--- config.mk ---
export PLATFORM = sky130hd
export DESIGN_NAME = coq_front
export DESIGN_NICKNAME = d
export VERILOG_FILES = /design/src/rtl/core/coq_pkg.sv /design/src/rtl/core/coq_front.sv
export SDC_FILE = /design/constraint.sdc
export NUM_CORES = 1
export LEC_CHECK = 0
export ABC_AREA = 1
export BUFFER_PORTS_ARGS = -buffer_cell sky130_fd_sc_hd__buf_2
export CAP_MARGIN = 25
export CORE_AREA = 2 2 97 99
export DETAILED_ROUTE_END_ITERATION = 10
export DIE_AREA = 0 0 99 101
export SYNTH_ARGS = -nofsm -noshare
export SYNTH_HDL_FRONTEND = slang
export SYNTH_SLANG_ARGS = --single-unit
--- constraint.sdc ---
create_clock -name aclk -period 1.8 [get_ports aclk]
set_input_delay 0 -clock aclk [delete_from_list [all_inputs] [get_ports aclk]]
set_output_delay 0 -clock aclk [all_outputs]
set_load 0.01 [all_outputs]
--- src/rtl/core/coq_pkg.sv ---
// ----------------------------------------------------------------------------
// coq_pkg
// Types and constants shared by the cylindrical occupancy query block.
// ----------------------------------------------------------------------------
package coq_pkg;

    localparam int GRID_DEPTH_DEF  = 4096;
    localparam int COORD_BITS_DEF  = 32;
    localparam int COUNT_BITS      = 13;
    localparam int QUOT_BITS       = 13;
    localparam int ADDR_IN_BITS    = 12;
    localparam int CELL_BITS       = 12;
    localparam int ADDR_MAX_BITS   = 20;
    localparam int CFG_INDEX_BITS  = 3;
    localparam int QUEUE_DEPTH     = 4;
    localparam int OUT_DEPTH       = 2;
    localparam int RESULT_BITS     = CELL_BITS + 2;

    localparam logic CMD_WRITE = 1'b0;
    localparam logic CMD_QUERY = 1'b1;

    typedef enum logic [CFG_INDEX_BITS-1:0] {
        REG_CENTER_X     = 3'd0,
        REG_CENTER_Y     = 3'd1,
        REG_AXIAL_MIN    = 3'd2,
        REG_AXIAL_MAX    = 3'd3,
        REG_RADIUS_MIN   = 3'd4,
        REG_RADIUS_MAX   = 3'd5,
        REG_AXIAL_COUNT  = 3'd6,
        REG_RADIAL_COUNT = 3'd7
    } cfg_reg_t;

    typedef struct packed {
        logic                     active;
        logic [ADDR_MAX_BITS-1:0] addr;
    } clr_t;

endpackage

--- src/rtl/core/coq_front.sv ---
// ----------------------------------------------------------------------------
// coq_front
// Accepts input words, sorts writes from queries, runs the grid clear sweep.
// ----------------------------------------------------------------------------
module coq_front #(
    parameter int GRID_DEPTH = coq_pkg::GRID_DEPTH_DEF,
    parameter int COORD_BITS = coq_pkg::COORD_BITS_DEF
) (
    input  logic                                 aclk,
    input  logic                                 aresetn,
    input  logic                                 s_valid,
    output logic                                 s_ready,
    input  logic                                 s_cmd,
    input  logic [coq_pkg::ADDR_IN_BITS-1:0]     s_cell_address,
    input  logic                                 s_cell_value,
    input  logic signed [COORD_BITS-1:0]         s_point_x,
    input  logic signed [COORD_BITS-1:0]         s_point_y,
    input  logic signed [COORD_BITS-1:0]         s_point_z,
    input  logic                                 q_full,
    output logic                                 q_push,
    output logic [3*COORD_BITS+$clog2(GRID_DEPTH > 1 ? GRID_DEPTH : 2)+1:0] q_data,
    output coq_pkg::clr_t                        clr
);

    localparam int AW = $clog2(GRID_DEPTH > 1 ? GRID_DEPTH : 2);

    logic          clr_active_reg, clr_active_next;
    logic [AW-1:0] clr_addr_reg, clr_addr_next;
    logic          accept, is_query, in_range;

    assign s_ready  = !clr_active_reg && !q_full;
    assign accept   = s_valid && s_ready;
    assign is_query = (s_cmd == coq_pkg::CMD_QUERY);
    assign in_range = (32'(s_cell_address) < 32'(GRID_DEPTH));

    // writes beyond the grid are taken and dropped
    assign q_push = accept && (is_query || in_range);
    assign q_data = {is_query, AW'(s_cell_address), s_cell_value,
                     s_point_x, s_point_y, s_point_z};

    always_comb begin
        clr_active_next = clr_active_reg;
        clr_addr_next   = clr_addr_reg;
        if (clr_active_reg) begin
            if (clr_addr_reg == AW'(GRID_DEPTH - 1)) begin
                clr_active_next = 1'b0;
            end else begin
                clr_addr_next = clr_addr_reg + 1'b1;
            end
        end
    end

    always_ff @(posedge aclk) begin
        if (!aresetn) begin
            clr_active_reg <= 1'b1;
            clr_addr_reg   <= '0;
        end else begin
            clr_active_reg <= clr_active_next;
            clr_addr_reg   <= clr_addr_next;
        end
    end

    assign clr.active = clr_active_reg;
    assign clr.addr   = coq_pkg::ADDR_MAX_BITS'(clr_addr_reg);

endmodule

After elaboration in Yosys (flattened, before gate mapping) --
Index checks and enable logic that the tools add are counted.
Word-level totals: register bits 13, input bits 114, logic and storage cells 12
Operators by class: $add $sub $neg 1, equal/unequal tests 1, multiplexer cells 2, bitwise gates (word level) 1, reduce and logical (&&, ||, !) cells 5
Operators by type and width (number):
- 12-bit by 1-bit adder with 12-bit output, second input constant | 1
- 12-bit equality test, second input constant | 1
- 1-bit logical AND | 2
- 1-bit zero test | 2
- 1-bit two-way mux | 2
- 2-bit AND reduction | 1
- 1-bit inverter | 1

Longest topological paths before layout --
depth after elaboration 3, mapped depth 8

Worst setup path before layout --
No wires, ideal clock.
path type flip-flop to flip-flop, start point reg clr_addr_reg[0], end point reg clr_addr_reg[7], library setup time 0.115 ns, arrival time 1.238 ns, data required time 1.685 ns, setup slack 0.447 ns, cell stages (with the launch flop) 8, path through dfxtp_1 -> ha_1 -> nand2_1 -> nor2_2 -> nand3_4 -> buf_6 -> a21oi_1 -> nor2_1
On the way: cells in the longest elaborated chain, start to end 3, elaborated cells between the ends (all ways) 4
RTL lines:
- from (decl) | line coq_front.sv:28 | logic [AW-1:0] clr_addr_reg, clr_addr_next;
- from (signal assigned) | line coq_front.sv:59 | clr_addr_reg <= clr_addr_next;
- branches (longest 3 deep; another with 12-bit by 1-bit adder with 12-bit output)
Parallel ways; which one is timed is not known. A chain may end at the register's enable or synchronous reset.

Worst setup path in the final report --
start point reg clr_addr_reg[0], end point reg clr_addr_reg[1]
Same word-level chain as after synthesis.

==> flow_summary.yaml <==
yosys:
  synth_most_common_cell: "buf_4"
  synth_largest_area_cell: "buf_4"
  synthTopCellsByCount: "119 x buf_4, 26 x nand2_1, 20 x nor2_1"
  async_flop_share_pct: 0
  yosysSeqAreaShare_pct: 15.98
  synth_cells: 230
  synth-main-ff-cell: "dfxtp_1"
  synth_edf_count: 0
  synth.distinct_cells: 22
  synth_area_leaders: "buf_4 55%, dfxtp_1 16%, nand2_1 6.0%"
  syn_area_um2: 1629
  ys_ff_latch: 13
  ys_warn_count: 0
  synth_top_area_share_pct: 54.84
  synth.avg_cell_area_um2: 7.083
sta:
  skew_ps: 6.664
  rsz0062_at_grt: "no"
  min_period_over_period_pct: 77.69
  fin_setup_tns_ps: 0
  setup_violations: 0
  slew_viol_final: 0
  period_minus_slack_ps: 1398
  finalHoldViolations: 0
  clock.fmax_mhz: 715.1
finish:
  drive_gt1_share_pct: 22.63
  syn_to_final_growth_pct: -37.71
  ff_latch_area_um2: 260.3
  final_nets: 253
  fin_area_um2: 1015
  n_antenna_cell: 0
  num-fill-cells: 1017
  largest_register_ffs: 12
  multiInputGateArea_um2: 439.2
worst_setup_path:
  r2r_start: "clr_addr_reg[0]"
  critPathKind: "register to register"
  worstSetupPathDepth: 7
  path_max_fanout: 15
  ff2ff_path_depth: 7
  cp.arrival_ps: 1580
  cp_top_family: "simple AND/OR/NAND/NOR gates"
  cp-start-kind: "register"
  max_stage_delay_ps: 370
  crit_path_end: "clr_addr_reg[1]"
  reg2reg_slack_ps: 400
  crit_buf_inv: 0
  startpoint: "clr_addr_reg[0]"
  required_ps: 1990
  r2r_end: "clr_addr_reg[1]"
  cp-end-kind: "register"
  cpMostUsedCell: "nand2_1"
  path_cells: "ha_1 > nand2_1 > nor2_2 > nand3_4 > nand2_1 > o21ai_0 > nor2_1"
  slowest_stage: "dfxtp_1"
drt:
  drcViolationCount: 0
  dr.pass1.iters: 4
  vias: 870
  drt_iter0_markers: 18
  viasPerCell: 3.508
  wl_per_cell_um: 11.77
  ant_nets: 0
  finalWirelength_um: 2920
global_routing:
  use_met1_pct: 5.123
  grt_max_degree: 16
  track_usage_pct: 5.962
  grt_pass1_vias: 867
  grt-busiest-layer: "met4"
  grt_overflow: 0
  global_route.usage.met3_pct: 2.497
  antenna_found_initial: 0
  grt_pass1_wl_um: 4478
  use_met2_pct: 8.732
clocking:
  cts_tree: "built"
  cts-resized-gates: 0
  cts.sinks: 13
  clock_latency_ps: 250
  clock_path_buffers: 2
  cts_root_buffer: "clkbuf_8"
  cts_setup_buffers: 0
  postCtsHoldBufs: 0
  cts_buffers: 3
  cts_htree_levels: 1
  clk_pin_slew_worst_paths_ps: 50
placement:
  io_buffers: 18
  gp_congestion: 0.7325
  place_area_um2: 969.7
  hpwlAfterDp_um: 2317
floorplanning:
  die-width_um: 99
  core-area_um2: 8977
  io_pins: 247
  fp.dieH_um: 101
  start_util_pct: 18.15
  dieArea_um2: 9999
  rows: 35
pwr:
  peakVddDrop_mv: 0.1671
  power.leakage_uw: 0.0004402
  powerDensity_nw_per_um2: 602.6
status:
  status: "finished clean"
worst_hold_path:
  min_path_type: "primary input to output pin"
job:
  cap_viol_max_count: 0
-- kinds of logic (layout without fill, tap and decap cells) --
kind of cell,count (synthesis),after routing,synth area share (%)
AO/OA/AOI/OAI,13,13,3.994
adder cells (fa/ha/maj),1,1,0.7679
buffers and inverters,133,33,58.68
flip-flops,13,13,15.98
other,1,8,0.2302
AND/OR/NAND/NOR,69,69,20.35
-- stage by stage --
stage | std cells | power [µW] | utilization (%) | worst slack (ps) | hold WS (ps)
final | 248 | 611.5 | 11.30 | 401.6 | 0.003752
after global routing | 248 | 639.2 | 11.30 | 207.7 | 0.01508
after CTS | 248 | 617.6 | 11.30 | 393.0 | 0.06862
after detailed placement | 244 | 346.8 | 10.80 | 409.5 | 0.06862
after global placement | 244 | 346.5 | 10.80 | 454.3 | 0.06862
after floorplan | 237 | 596.5 | - | 447.4 | 42.92
-- metal layers --
layer | part of all wire (%) | up-vias
met1 | 35 | 368
met3 | 14 | 55
met5 | 0 | -
met2 | 40 | 48
li1 | - | 399
met4 | 12 | 0
-- layout by cell type, fill, tap and decap left out, drive strengths merged --
cell,synthesis,routed
a21oi,10,10
buf,122,18
clkbuf,0,4
conb,1,8
dfxtp,13,13
ha,1,1
inv,11,11
nand2,28,28
nand3,13,13
nand4,1,1
nor2,24,24
nor3,2,2
nor3b,1,1
o21ai,3,3
-- where the power goes --
| group | total (µW) | leakage (µW) | internal, µW | switching [µW] |
|---|---|---|---|---|
| clock | 271 | 0.0000228 | 157 | 115 |
| combinational | 40.9 | 0.000312 | 13.1 | 27.9 |
| sequential | 299 | 0.000105 | 293 | 5.68 |
-- area by class of cell --
| cell class | instances | share of cell area [%] |
|---|---|---|
| clock buffer | 4 | 4.439 |
| inverter | 11 | 4.069 |
| multi-input combinational | 91 | 43.28 |
| sequential | 13 | 25.65 |
| tap | 111 | 13.69 |
| timing repair buffer | 18 | 8.878 |
-- how the worst min path moves through the flow --
stage                       start          end  slack [ps]  depth (start not counted)
2_1_floorplan              q_full      s_ready          40                          1
3_3_place_gp         s_point_z[0]    q_data[0]        0.07                          0
3_5_place_dp         s_point_z[0]    q_data[0]        0.07                          0
4_1_cts              s_point_z[0]    q_data[0]        0.07                          0
5_1_grt              s_point_x[5]   q_data[69]        0.02                          0
6_report       s_cell_address[11]  q_data[108]       0.004                          0
Power figures use the tool's default switching activity.
