### src/rtl/core/coq_fifo.sv
// ----------------------------------------------------------------------------
// coq_fifo
// Small register queue; decouples accept side from compute side, or compute side from the result port.
// ----------------------------------------------------------------------------
module coq_fifo #(
    parameter int WIDTH = 8,
    parameter int DEPTH = 4
) (
    input  logic             aclk,
    input  logic             aresetn,
    input  logic             push,
    input  logic [WIDTH-1:0] push_data,
    input  logic             pop,
    output logic [WIDTH-1:0] pop_data,
    output logic             full,
    output logic             empty
);

    localparam int PW = $clog2(DEPTH > 1 ? DEPTH : 2);
    localparam int CW = $clog2(DEPTH + 1);

    logic [WIDTH-1:0] slot_reg [DEPTH];
    logic [PW-1:0]    wr_ptr_reg, wr_ptr_next;
    logic [PW-1:0]    rd_ptr_reg, rd_ptr_next;
    logic [CW-1:0]    count_reg, count_next;
    logic             do_push, do_pop;

    assign full     = (count_reg == CW'(DEPTH));
    assign empty    = (count_reg == '0);
    assign do_push  = push && !full;
    assign do_pop   = pop && !empty;
    assign pop_data = slot_reg[rd_ptr_reg];

    always_comb begin
        wr_ptr_next = wr_ptr_reg;
        rd_ptr_next = rd_ptr_reg;
        count_next  = count_reg;
        if (do_push) begin
            wr_ptr_next = (wr_ptr_reg == PW'(DEPTH - 1)) ? '0 : wr_ptr_reg + 1'b1;
        end
        if (do_pop) begin
            rd_ptr_next = (rd_ptr_reg == PW'(DEPTH - 1)) ? '0 : rd_ptr_reg + 1'b1;
        end
        if (do_push && !do_pop) begin
            count_next = count_reg + 1'b1;
        end else if (do_pop && !do_push) begin
            count_next = count_reg - 1'b1;
        end
    end

    always_ff @(posedge aclk) begin
        if (!aresetn) begin
            wr_ptr_reg <= '0;
            rd_ptr_reg <= '0;
            count_reg  <= '0;
        end else begin
            wr_ptr_reg <= wr_ptr_next;
            rd_ptr_reg <= rd_ptr_next;
            count_reg  <= count_next;
        end
    end

    always_ff @(posedge aclk) begin
        if (do_push) begin
            slot_reg[wr_ptr_reg] <= push_data;
        end
    end

endmodule

### config.mk
export PLATFORM = sky130hd
export DESIGN_NAME = coq_fifo
export DESIGN_NICKNAME = d
export VERILOG_FILES = /design/src/rtl/core/coq_fifo.sv
export SDC_FILE = /design/constraint.sdc
export NUM_CORES = 1
export LEC_CHECK = 0
export BUFFER_PORTS_ARGS = -buffer_cell sky130_fd_sc_hd__clkbuf_2
export CAP_MARGIN = 20
export CORE_MARGIN = 5
export CORE_UTILIZATION = 50
export CTS_BUF_LIST = sky130_fd_sc_hd__clkbuf_4 sky130_fd_sc_hd__clkbuf_8
export DETAILED_ROUTE_END_ITERATION = 16
export PLACE_DENSITY = 0.84
export SLEW_MARGIN = 20
export SYNTH_ARGS = -nofsm -noshare
export SYNTH_HDL_FRONTEND = slang
export SYNTH_SLANG_ARGS = --single-unit
### constraint.sdc
create_clock -name aclk -period 2.1 [get_ports aclk]
set_input_delay 0.105 -clock aclk [delete_from_list [all_inputs] [get_ports aclk]]
set_output_delay 0.105 -clock aclk [all_outputs]
set_load 0.05 [all_outputs]
# Word level (Yosys, flattened, before mapping)
# Memory sizes are Yosys's and may differ from the RTL's. A register that Yosys moved wholly into a read port is not among the register bits.
# Cells that the tools add are included.
[totals]
register_bits = 7
ramBits = 32
input_bits = 12
out_inout_bits = 10
word_cells = 29
memories = 1
[mem_list]
columns = ["memory", "words", "width", "read_ports", "rd_ports_with_merged_regs", "wr", "line", "source"]
rows = [
  ["slot_reg", 4, 8, 1, 1, 1, "22", "logic [WIDTH-1:0] slot_reg [DEPTH];"],
]
[op_classes]
n_addsub = 4
n_eq_ne = 3
muxes = 8
n_reduce_logical = 10
[ops]
columns = ["operator", "count"]
rows = [
  ["$mux 2", 4],
  ["$mux 3", 2],
  ["$add 2x1->2 const B", 2],
  ["$eq 2x2->1 const B", 2],
  ["$logic_and 1x1->1", 4],
  ["$logic_not 1->1", 4],
  ["$add 3x1->3 const B", 1],
  ["$eq 3x3->1 const B", 1],
  ["$logic_not 3->1", 1],
  ["$sub 3x1->3 const B", 1],
  ["$mux 1", 2],
  ["$reduce_bool 2->1", 1],
]

# Depth between registers and ports, before layout
# Gate-level depths: netlist of run 1.
[logic_depth]
word_depth = 7
mapped_depth = 9
mapped_depth_nobuf = 8

# Least setup slack after synthesis of run 1
# Ideal clock, no wire load.
[synth_path]
path_kind = "register -> register"
startpoint = "register count_reg[1]"
endpoint = "register count_reg[2]"
setup_time_ns = 0.076
arrival_ns = 2.259
required_ns = 2.024
path_slack_ns = -0.235
path_stages_with_launch = 10
n_path_buf = 1
synth_period_minus_slack_ns = 2.335
path_cell_list = "dfxtp_1 nor3b_2 nor2b_1 buf_2 ha_1 inv_1 fa_1 xor2_1 or3_1 a21boi_0"
[synth_between]
elab_chain_len = 6
word_cells_on_any_way = 15
cone_classes = "add/sub: 2; eq/ne: 1; mux: 2; reduce/logical: 10"
[synth_rtl]
columns = ["element", "line", "source"]
rows = [
  ["from (decl)", "25", "logic [CW-1:0] count_reg, count_next;"],
  ["from (signal assigned)", "59", "count_reg <= count_next;"],
  ["$eq 3x3->1 *", "28", "assign full = (count_reg == CW'(DEPTH));"],
  ["net full", "15", "output logic full,"],
  ["$logic_not 1->1 *", "30", "assign do_push = push && !full;"],
  ["$logic_and 1x1->1 *", "30", ""],
  ["net do_push", "26", "logic do_push, do_pop;"],
  ["$logic_not 1->1", "46", "end else if (do_pop && !do_push) begin"],
  ["$logic_and 1x1->1", "46", ""],
  ["$reduce_bool 2->1 (no line)", "n/a", ""],
]
# Mark *: on every way through the listed nets, which the timed path passes. The rest lies on a longest branch. The select of a mux whose other input is x is not followed.
# A chain may end at the register's enable or synchronous reset.

# Worst setup path after layout of run 1
[layout_path]
startpoint = "register count_reg[1]"
endpoint = "register count_reg[2]"
[layout_between]
elab_chain_len = 6
word_cells_on_any_way = 15
cone_classes = "add/sub: 2; eq/ne: 1; mux: 2; reduce/logical: 10"
[layout_rtl]
columns = ["element"]
rows = [
  ["branches (longest 6 deep; another with $sub 3x1->3)"],
]
# Parallel ways; which one is timed is not known. The select of a mux whose other input is x is not followed.

==> impl_results.md, run 1 <==
- R2r setup slk: 0.11 ns
- GPL Wtd Cong: ~0.65
- Layout area overhead: 23.3%
- Post-synth EDFFs: 32
- Peak supply drop: 0.723 mV
- Post-Syn Area per Cell: 17.5 µm²
- Worst R2R Start: count_reg[1]
- Count leader, synth: edfxtp_1
- Grt ovf: 0
- Max FFs per register: 32
- Worst hold stages: 2
- Mapped cell area: around 0.0016 mm²
- Routed wire length: ~2.5 mm
- Outcome: completed
- Layout fillers: 258
- P_leak: 0.739 nW
- Core Region: 0.00310 mm²
- Io pins: 22
- Tcrit/Tclk final: 0.950
- Worst r2r dst: count_reg[2]
- Synth cell count leaders: edfxtp_1 (32), dfxtp_1 (9), mux4_2 (8), ha_1 (6), nand2_1 (6)
- Fmax: 0.501 GHz
- Max cap viols: 0
- Ordered cell list for the critical path: o31ai_2 -> ha_4 -> inv_1 -> fa_2 -> xor2_1 -> or3_1 -> a21boi_1
- Final setup fails: 0
- Post-synth top area cell: edfxtp_1
- Max Fanout on Critical Path: 5
- Syn Inst Count: 93
- Cts repair resizes: 0
- Total CTS buffers: 5
- Clock Latency Late Sink: between 0.3 and 0.4 ns
- H-tree depth: 2
- Final setup TNS: 0 ns
- Worst reg2reg path depth: 7
- GRT met3 Usage: 0.0438
- Antenna Nets Post-Route: 0
- Sinks on Clock Net: 41
- Routed vias: 860
- Initial Utilization: 0.525
- Met1 usage: 0.151
- Max_slew headroom: 0.710
- Post-synthesis cell type count: 23
- Tot GR Track Use: 0.132
- Die footprint: 0.00450 mm²
- FF+latch count, synth: 41
- DRT iter0 DRCs: 46
- Grt met2 use: 0.222
- Synth Net Count: ~110
- Post-synth ARST share: 0
- Final hold vios: 0
- Largest net degree at the start of global routing: 14
- Max Slew Vio Count: 0
- Layout cell share with drive strength beyond 1: 0.364
- Data arrival time of the worst path: 2.26 ns
- Min-delay worst type: in -> reg
- DR WL/cell: roughly 15 µm
- # diodes: 0
- Crit Path Category: reg -> reg
- CP endpoint kind: register
- Root buf cell: clkbuf_4
- Via density: 4.97
- First-pass GRT wire length: 4.19 mm
- Worst setup startpoint: count_reg[1]
- Nets: 147
- Busiest grt layer: met2
- CTS max path bufs: 2
- Vias in the first global route: around 900
- Buf+Inv Stages, Crit Path: 1
- CTS tree: built
- Critical Path RT: 2.37 ns
- Row count: 20
- Drt first pass iters: 4
- Top post-synthesis cells by area: edfxtp_1 (59%), dfxtp_1 (11%), mux4_2 (11%)
- Critical path's largest stage delay: 0.38 ns
- Power density cells: about 1300 mW/mm²
- Yosys warns: 0
- Unrepaired setup endpoints after global routing: no
- Initial antenna violation count: 0
- Worst setup path endpoint: count_reg[2]
- Synth Flop Type: edfxtp_1
- CP top delay family: compound AO/OA/AOI/OAI gates
- Fin crit period: 1.99 ns
- # DRC: 0
- Post-synth top area share: 0.589
- Clock transition at path regs: 0.11 ns
- CP startpoint kind: register
- Port Buffers: 21
- Slew @ Worst Pin: 0.435 ns
- Post-synthesis sequential area ratio: 0.700
- Fin area: 0.00201 mm²
- Stages on the worst setup path: 7
- Die Ht: 67.1 µm
- Slowest CP cell: dfxtp_2
- Setup Skew: 0.00594 ns
- Dpl cell area: 0.00183 mm²
- Chip width: 67.1 µm
[cell families after synthesis]
group           count (synthesis)  share of synthesized area
buf+inv                         7                     0.0176
xor+xnor                        2                     0.0107
compound gates                  5                     0.0184
mux                            11                      0.129
flops                          41                      0.700
fa+ha+maj                       7                     0.0583
simple gates                   20                     0.0660
[repair_timing]
item / CTS / global route
hold buffers: 8 / 0
hold endpoints to repair: 32 / 0
buffers inserted: 0 / 0
[cell type report]
cell class / count / area [µm²] / area share
Clock buffer: 5 / 37.5 / 0.0187
Tap cell: 44 / 55.1 / 0.0274
Sequential cell: 41 / 1150 / 0.571
Inverter: 3 / 11.3 / 0.00560
Clock inverter: 3 / 65.1 / 0.0324
Timing Repair Buffer: 32 / 208 / 0.103
Multi-Input combinational cell: 45 / 487 / 0.242
[routing by layer]
layer / vias up / routed length (µm)
li1: 418 / -
met1: 421 / 998
met2: 16 / 1350
met3: 5 / 125
met4: 0 / 50
met5: - / 0
[placed cells by master (no fill, tap or decap)]
cell / Yosys / layout
a21boi_1: 0 / 1
and2_1: 5 / 5
buf_4: 0 / 3
bufinv_16: 0 / 2
clkbuf_2: 0 / 21
clkbuf_4: 0 / 5
clkinv_2: 0 / 1
dfxtp_1: 9 / 6
dfxtp_2: 0 / 2
dfxtp_4: 0 / 1
dlygate4sd3_1: 0 / 8
edfxtp_1: 32 / 32
fa_2: 0 / 1
ha_1: 6 / 5
ha_4: 0 / 1
inv_1: 3 / 3
mux2i_1: 3 / 3
mux4_2: 8 / 8
nand2_1: 6 / 6
nand3_1: 2 / 2
nor2_1: 2 / 2
nor2b_1: 2 / 2
nor3_1: 1 / 1
nor3b_4: 0 / 1
o21ai_0: 3 / 3
o31ai_2: 0 / 1
or3_1: 1 / 1
xnor2_1: 1 / 1
xor2_1: 1 / 1
[through the flow]
step	setup WS, ns	power, W	cells	utilization	hold slack, ns
finish	0.106	0.00258	173	0.648	0.123
global route	0.0173	0.00270	173	0.648	0.130
floorplan	0.00388	0.00179	93	-	0.204
detailed placement	0.127	0.00200	157	0.589	0.327
CTS	0.0958	0.00261	173	0.648	0.110
global placement	0.218	0.00196	157	0.589	0.317
[power breakdown]
group          leakage (nW)  switching, W  internal [W]
Clock                0.0552      0.000235      0.000368
Sequential            0.369     0.0000852       0.00101
Combinational         0.315      0.000555      0.000331
[worst min path at each step]
stage | startpoint | endpoint | slack, ns
6_report | aresetn | count_reg[1] | 0.12
3_3_place_gp | push_data[3] | slot_reg[0][3] | 0.32
5_1_grt | aresetn | count_reg[1] | 0.13
4_1_cts | aresetn | count_reg[1] | 0.11
3_5_place_dp | push_data[5] | slot_reg[0][5] | 0.33
2_1_floorplan | push_data[0] | slot_reg[0][0] | 0.20
No activity file was read; power rests on OpenSTA's default activity.
==> run 2: changes to the inputs <==
--- a/config.mk
+++ b/config.mk
@@ -7,6 +7,7 @@
 export LEC_CHECK = 0
 export BUFFER_PORTS_ARGS = -buffer_cell sky130_fd_sc_hd__clkbuf_2
 export CAP_MARGIN = 20
+export CORE_ASPECT_RATIO = 0.6
 export CORE_MARGIN = 5
 export CORE_UTILIZATION = 50
 export CTS_BUF_LIST = sky130_fd_sc_hd__clkbuf_4 sky130_fd_sc_hd__clkbuf_8
==> run 2 against run 1 <==
Clock power is 21% higher. Fmax rose by 0.93%. Clock skew fell by 0.0027 ns. Wire length grew 7.0%. Via count down 1.7%. Setup slack gained 0.018 ns. Critical path depth did not move. Power increased by 4.8%. Flip-flop and latch count is the same. Non-clock buffer count down 8. First-iteration DRC count is the same.
==> impl_results.md, run 2 (synthesis gave the netlist of run 1 again) <==
- Outcome: completed
- Chip width: 83.7 µm (+25%)
- Power, Total: 0.00270 W (+4.8%)
- Slew @ Worst Pin: 0.437 ns (+0.00242 ns)
- Tot GR Track Use: 0.131 (-0.000810)
- Worst R2R Start: count_reg[1]
- Multi-input logic area: 487 µm² (unchanged)
- Via density: 5.09 (+2.4%)
- Root buf cell: clkbuf_8
- Core Region: 0.00320 mm² (+3.2%)
- CTS max path bufs: 2 (unchanged)
- Total CTS buffers: 5 (unchanged)
- Clock transition at path regs: 0.08 ns (-0.03 ns)
- CP top delay family: compound AO/OA/AOI/OAI gates
- Final setup TNS: 0 ns (unchanged)
- DRT iter0 DRCs: 46 (unchanged)
- # Post-CTS Setup Buffers: 0 (unchanged)
- Max cap viols: 0 (unchanged)
- Critical Path RT: 2.32 ns (-0.05 ns)
- Max FFs per register: 32 (unchanged)
- Largest net degree at the start of global routing: 14 (unchanged)
- Worst setup startpoint: count_reg[1]
- Antenna Nets Post-Route: 0 (unchanged)
- Nets: 139 (-5.4%)
- Final hold vios: 0 (unchanged)
- DR WL/cell: 16.3 µm (+12%)
- Routed vias: 845 (-1.7%)
- Layout area overhead: 20.4%
- Layout fillers: 238 (-7.8%)
- Post-Layout Cell Count: 166 (-4.0%)
- Crit Path Category: reg -> reg
- R2r setup slk: 0.12 ns (+0.02 ns)
- P_leak: 0.719 nW (-2.8%)
- Dpl ws: 0.132 ns (+0.00450 ns)
- Initial antenna violation count: 0 (unchanged)
- Slowest CP cell: dfxtp_2
- Ordered cell list for the critical path: o31ai_2 -> ha_4 -> inv_1 -> fa_2 -> xor2_1 -> or3_1 -> a21boi_1
- # diodes: 0 (unchanged)
- H-tree depth: 2 (unchanged)
- Commonest non-fill, non-tap cell in the layout: edfxtp_1
- Grt ovf: 0 (unchanged)
- Setup Skew: 0.00319 ns (-0.00275 ns)
- Peak supply drop: 0.633 mV (-13%)
- # DRC: 0 (unchanged)
- Hold_buf cts: 0 (-8)
- Buf+Inv Stages, Crit Path: 1 (unchanged)
- Row count: 16 (-20%)
- Fmax: 0.506 GHz (+0.93%)
- Most frequent cells in the layout: edfxtp_1 (32), clkbuf_2 (21), mux4_2 (8)
- Max_slew headroom: 0.709 (-0.00161)
- Area taken by flip-flops and latches: 0.00115 mm² (unchanged)
- Final WS setup: 0.124 ns (+0.0184 ns)
- Cts repair resizes: 0 (unchanged)
- First-pass GRT wire length: 4.19 mm (unchanged)
- Initial Utilization: 0.509 (-0.0164)
- CP startpoint kind: register
- Io pins: 22 (unchanged)
- Drt first pass iters: 4 (unchanged)
- Layout cell share with drive strength beyond 1: 0.388 (+0.0241)
- Placed insts: 158 (+0.64%)
- Min-delay worst type: in -> reg
- Vias in the first global route: 888 (-1.2%)
- Fin crit period: 1.98 ns (-0.0184 ns)
- Tcrit/Tclk final: 0.941 (-0.00876)
- Final HPWL DP: roughly 2.0 mm
- Sinks on Clock Net: 41 (unchanged)
- Max Fanout on Critical Path: 5 (unchanged)
- Critical path's largest stage delay: 0.37 ns (about the same)
- CTS tree: built
- CP endpoint kind: register
- Power density cells: 1380 mW/mm² (+7.4%)
- Data arrival time of the worst path: 2.19 ns (-0.07 ns)
- Final setup fails: 0 (unchanged)
- Routed wire length: 2.70 mm (+7.0%)
- Max Slew Vio Count: 0 (unchanged)
- Die Ht: 54.2 µm (-19%)
- Die footprint: 0.00454 mm² (+0.84%)
- Port Buffers: 21 (unchanged)
- Unrepaired setup endpoints after global routing: no
- Hold path startpoint: push_data[1]
- Clock Latency Late Sink: 0.29 ns (-0.05 ns)
- GPL Wtd Cong: 0.723 (+11%)
## run 2: changes by cell type in the layout (fill, tap and decap cells not counted)
cell	previous run	this run
clkbuf_4	5	0
clkbuf_8	0	5
dlygate4sd3_1	8	0
## run 2: metrics by stage
step	hold slack (ns)	utilization	instance area, µm²
finish	0.0354	0.613	1960
global route	0.0157	0.613	1960
CTS	0.0325	0.613	1960
floorplan	0.204	-	1660
detailed placement	0.336	0.571	1830
global placement	0.319	0.571	1830
## run 2: power breakdown
group	leakage, nW	switching [W]	total, W	internal (W)
clock network	0.0681	0.000258	0.000730	0.000472
registers	0.369	0.000100	0.00111	0.00101
logic	0.282	0.000548	0.000868	0.000320
total	0.719	0.000906	0.00270	0.00180
## run 2: worst reg2reg max path, delay by kind of cell (launching register included)
| kind | cells | cell delay (ns) |
|---|---|---|
| xor+xnor | 1 | 0.16 |
| fa+ha+maj | 2 | 0.51 |
| buf+inv | 1 | 0.05 |
| flops | 1 | 0.37 |
| simple gates | 1 | 0.31 |
| compound gates | 2 | 0.51 |
## run 2: worst paths after layout
path               endpoint  cells past startpoint
max reg2reg    count_reg[2]                      7
max            count_reg[2]                      7
min          slot_reg[2][1]                      1
min reg2reg   wr_ptr_reg[0]                      2
## run 2: area by class of cell
type | count | area share
inverter | 3 | 0.00574
clock buffer | 5 | 0.0351
tap | 45 | 0.0287
multi-input combinational | 45 | 0.248
sequential | 41 | 0.584
clock inverter | 3 | 0.0331
timing repair buffer | 24 | 0.0650
## run 2: metal layers
| layer | GRT usage | up-vias | wire [µm] |
|---|---|---|---|
| met5 | 0 | - | 0 |
| met4 | 0.0561 | 0 | 30 |
| met3 | 0.0481 | 5 | 128 |
| met2 | 0.245 | 21 | 1380 |
| met1 | 0.139 | 418 | 1160 |
| li1 | - | 401 | - |
==> run 3: changes to the inputs <==
--- a/config.mk
+++ b/config.mk
@@ -7,7 +7,7 @@
 export LEC_CHECK = 0
 export BUFFER_PORTS_ARGS = -buffer_cell sky130_fd_sc_hd__clkbuf_2
 export CAP_MARGIN = 20
-export CORE_ASPECT_RATIO = 0.6
+export CORE_ASPECT_RATIO = 0.7
 export CORE_MARGIN = 5
 export CORE_UTILIZATION = 50
 export CTS_BUF_LIST = sky130_fd_sc_hd__clkbuf_4 sky130_fd_sc_hd__clkbuf_8
==> run 3 against run 2 <==
Flip-flop and latch count unchanged. Fmax decreased by 0.66%. Highest routed layer unchanged. Register-to-register slack about the same. Combinational power is 4.5% higher. Die area decreased by 0.42%. Core utilization rose by 0.71 points. Clock skew up 0.0030 ns. Wire length is 9.6% higher. Sequential power hardly changed. Final cell count down 4.2%. Power is 1.6% lower. Critical endpoint unchanged. Via count increased by 4.7%.
==> impl_results.md, run 3 (synthesis gave the netlist of run 1 again) <==
- Outcome: completed
- Initial antenna violation count: 0 (unchanged)
- Min-delay worst type: in -> reg
- Worst setup startpoint: count_reg[1]
- Die footprint: 0.00452 mm² (-0.42%)
- Peak supply drop: 0.756 mV (+20%)
- # diodes: 0 (unchanged)
- Setup Skew: 0.00624 ns (+0.00305 ns)
- Layout area overhead: 19.7%
- Power, Total: 0.00266 W (-1.6%)
- H-tree depth: 2 (unchanged)
- Worst R2R Start: count_reg[1]
- Slew @ Worst Pin: 0.449 ns (+0.0118 ns)
- Commonest non-fill, non-tap cell in the layout: edfxtp_1
- DR WL/cell: 18.6 µm (+14%)
- Max cap viols: 0 (unchanged)
- Clock transition at path regs: 0.08 ns (about the same)
- Fmax: 0.503 GHz (-0.66%)
- Busiest grt layer: met2
- Power density cells: 1360 mW/mm² (-1.0%)
- Sinks on Clock Net: 41 (unchanged)
- Final setup TNS: 0 ns (unchanged)
- Io pins: 22 (unchanged)
- Root buf cell: clkbuf_8
- Fin crit period: 1.99 ns (+0.0131 ns)
- Ordered cell list for the critical path: o31ai_4 -> ha_4 -> inv_1 -> fa_2 -> xor2_1 -> or3_1 -> a21boi_1
- GPL Wtd Cong: 0.769 (+6.4%)
- Grt ovf: 0 (unchanged)
- DRT iter0 DRCs: 61 (+33%)
- Unrepaired setup endpoints after global routing: no
- P_leak: 0.711 nW (-1.1%)
- Critical Path RT: 2.30 ns (-0.02 ns)
- Die Ht: 57.8 µm (+6.5%)
- Nets: 139 (unchanged)
- Post-Layout Cell Count: 159 (-4.2%)
- Final hold vios: 0 (unchanged)
- Most frequent cells in the layout: edfxtp_1 (32), clkbuf_2 (21), mux4_2 (8)
- Max Fanout on Critical Path: 5 (unchanged)
- Chip width: 78.3 µm (-6.5%)
- Core Region: 0.00315 mm² (-1.7%)
- CP startpoint kind: register
- Port Buffers: 21 (unchanged)
- Crit Path Category: reg -> reg
- Via density: 5.57 (+9.3%)
- Data arrival time of the worst path: 2.19 ns (about the same)
- Grt met2 use: 0.256 (+0.0107)
- GRT met3 Usage: 0.0450 (-0.00309)
- Antenna Nets Post-Route: 0 (unchanged)
- Met1 usage: 0.179 (+0.0403)
- Final HPWL DP: 2.19 mm (+9.6%)
- Routed vias: 885 (+4.7%)
- Max Slew Vio Count: 0 (unchanged)
- Vias in the first global route: 925 (+4.2%)
- Critical path's largest stage delay: 0.38 ns (about the same)
- Largest net degree at the start of global routing: 14 (unchanged)
- Slowest CP cell: dfxtp_2
- # DRC: 0 (unchanged)
- Total CTS buffers: 5 (unchanged)
- First-pass GRT wire length: 4.82 mm (+15%)
- Hold path startpoint: push_data[3]
- Max FFs per register: 32 (unchanged)
- Drt first pass iters: 4 (unchanged)
- CTS max path bufs: 2 (unchanged)
- CP endpoint kind: register
- Final setup fails: 0 (unchanged)
- Tot GR Track Use: 0.145 (+0.0142)
- Max_slew headroom: 0.701 (-0.00786)
- Placed insts: 151 (-4.4%)
- # Post-CTS Setup Buffers: 0 (unchanged)
- Layout cell share with drive strength beyond 1: 0.397 (+0.00826)
- Routed wire length: 2.96 mm (+9.6%)
- Row count: 17 (+1)
- Initial Utilization: 0.518 (+0.00890)
- Tcrit/Tclk final: 0.947 (+0.00623)
- Clock Latency Late Sink: 0.28 ns (about the same)
- CTS tree: built
-- run 3: cell count changes in the layout (fill, tap and decap cells not counted), sizes merged --
cell,previous run,this run
bufinv,2,1
clkbuf,26,27
clkinv,1,0
clkinvlp,0,1
-- run 3: metrics by stage --
step	worst slack, ns	utilization	hold WS, ns	instance area, µm²
detailed placement	0.0517	0.578	0.331	1820
finish	0.111	0.620	0.0389	1950
global route	0.0191	0.620	0.0372	1950
global placement	0.219	0.578	0.318	1820
floorplan	0.00388	-	0.204	1660
CTS	0.0538	0.616	0.0338	1940
-- run 3: cell type report --
cell class	count	area [µm²]
clock buffer	6	82.6
clock inverter	2	37.5
fill	230	1200
inverter	3	11.3
multi-input combinational	45	498
sequential	41	1150
tap	38	47.5
timing repair buffer	24	128
-- run 3: final timing paths --
path | slack, ns | cells after the start | end
worst max-delay path | 0.11 | 7 | count_reg[2]
worst min-delay path | 0.04 | 1 | slot_reg[2][3]
worst max register to register | 0.11 | 7 | count_reg[2]
worst min register to register | 0.51 | 2 | wr_ptr_reg[1]
-- run 3: power by group --
part	switching (W)	internal [W]	total, W
combinational	0.000576	0.000331	0.000907
sequential	0.0000970	0.00101	0.00110
clock	0.000265	0.000386	0.000651
total	0.000937	0.00172	0.00266
-- run 3: worst max-delay path, delay by kind of cell, from the launching register on --
family / cells / cell delay [ns]
AO/OA/AOI/OAI: 2 / 0.51
flip-flops: 1 / 0.38
adder cells (fa/ha/maj): 2 / 0.51
AND/OR/NAND/NOR: 1 / 0.31
XOR/XNOR: 1 / 0.15
buffers and inverters: 1 / 0.05
-- run 3: timing repair --
action | 4_1_cts | 5_1_grt
gates resized for setup | 0 | 2
setup endpoints to repair | 0 | 1
hold buffers | 0 | 0
-- run 3: layer usage --
metal,part of all wire,vias to the layer above
met5,0,-
met4,0.0027,0
met3,0.050,2
met2,0.54,27
met1,0.41,452
li1,-,404
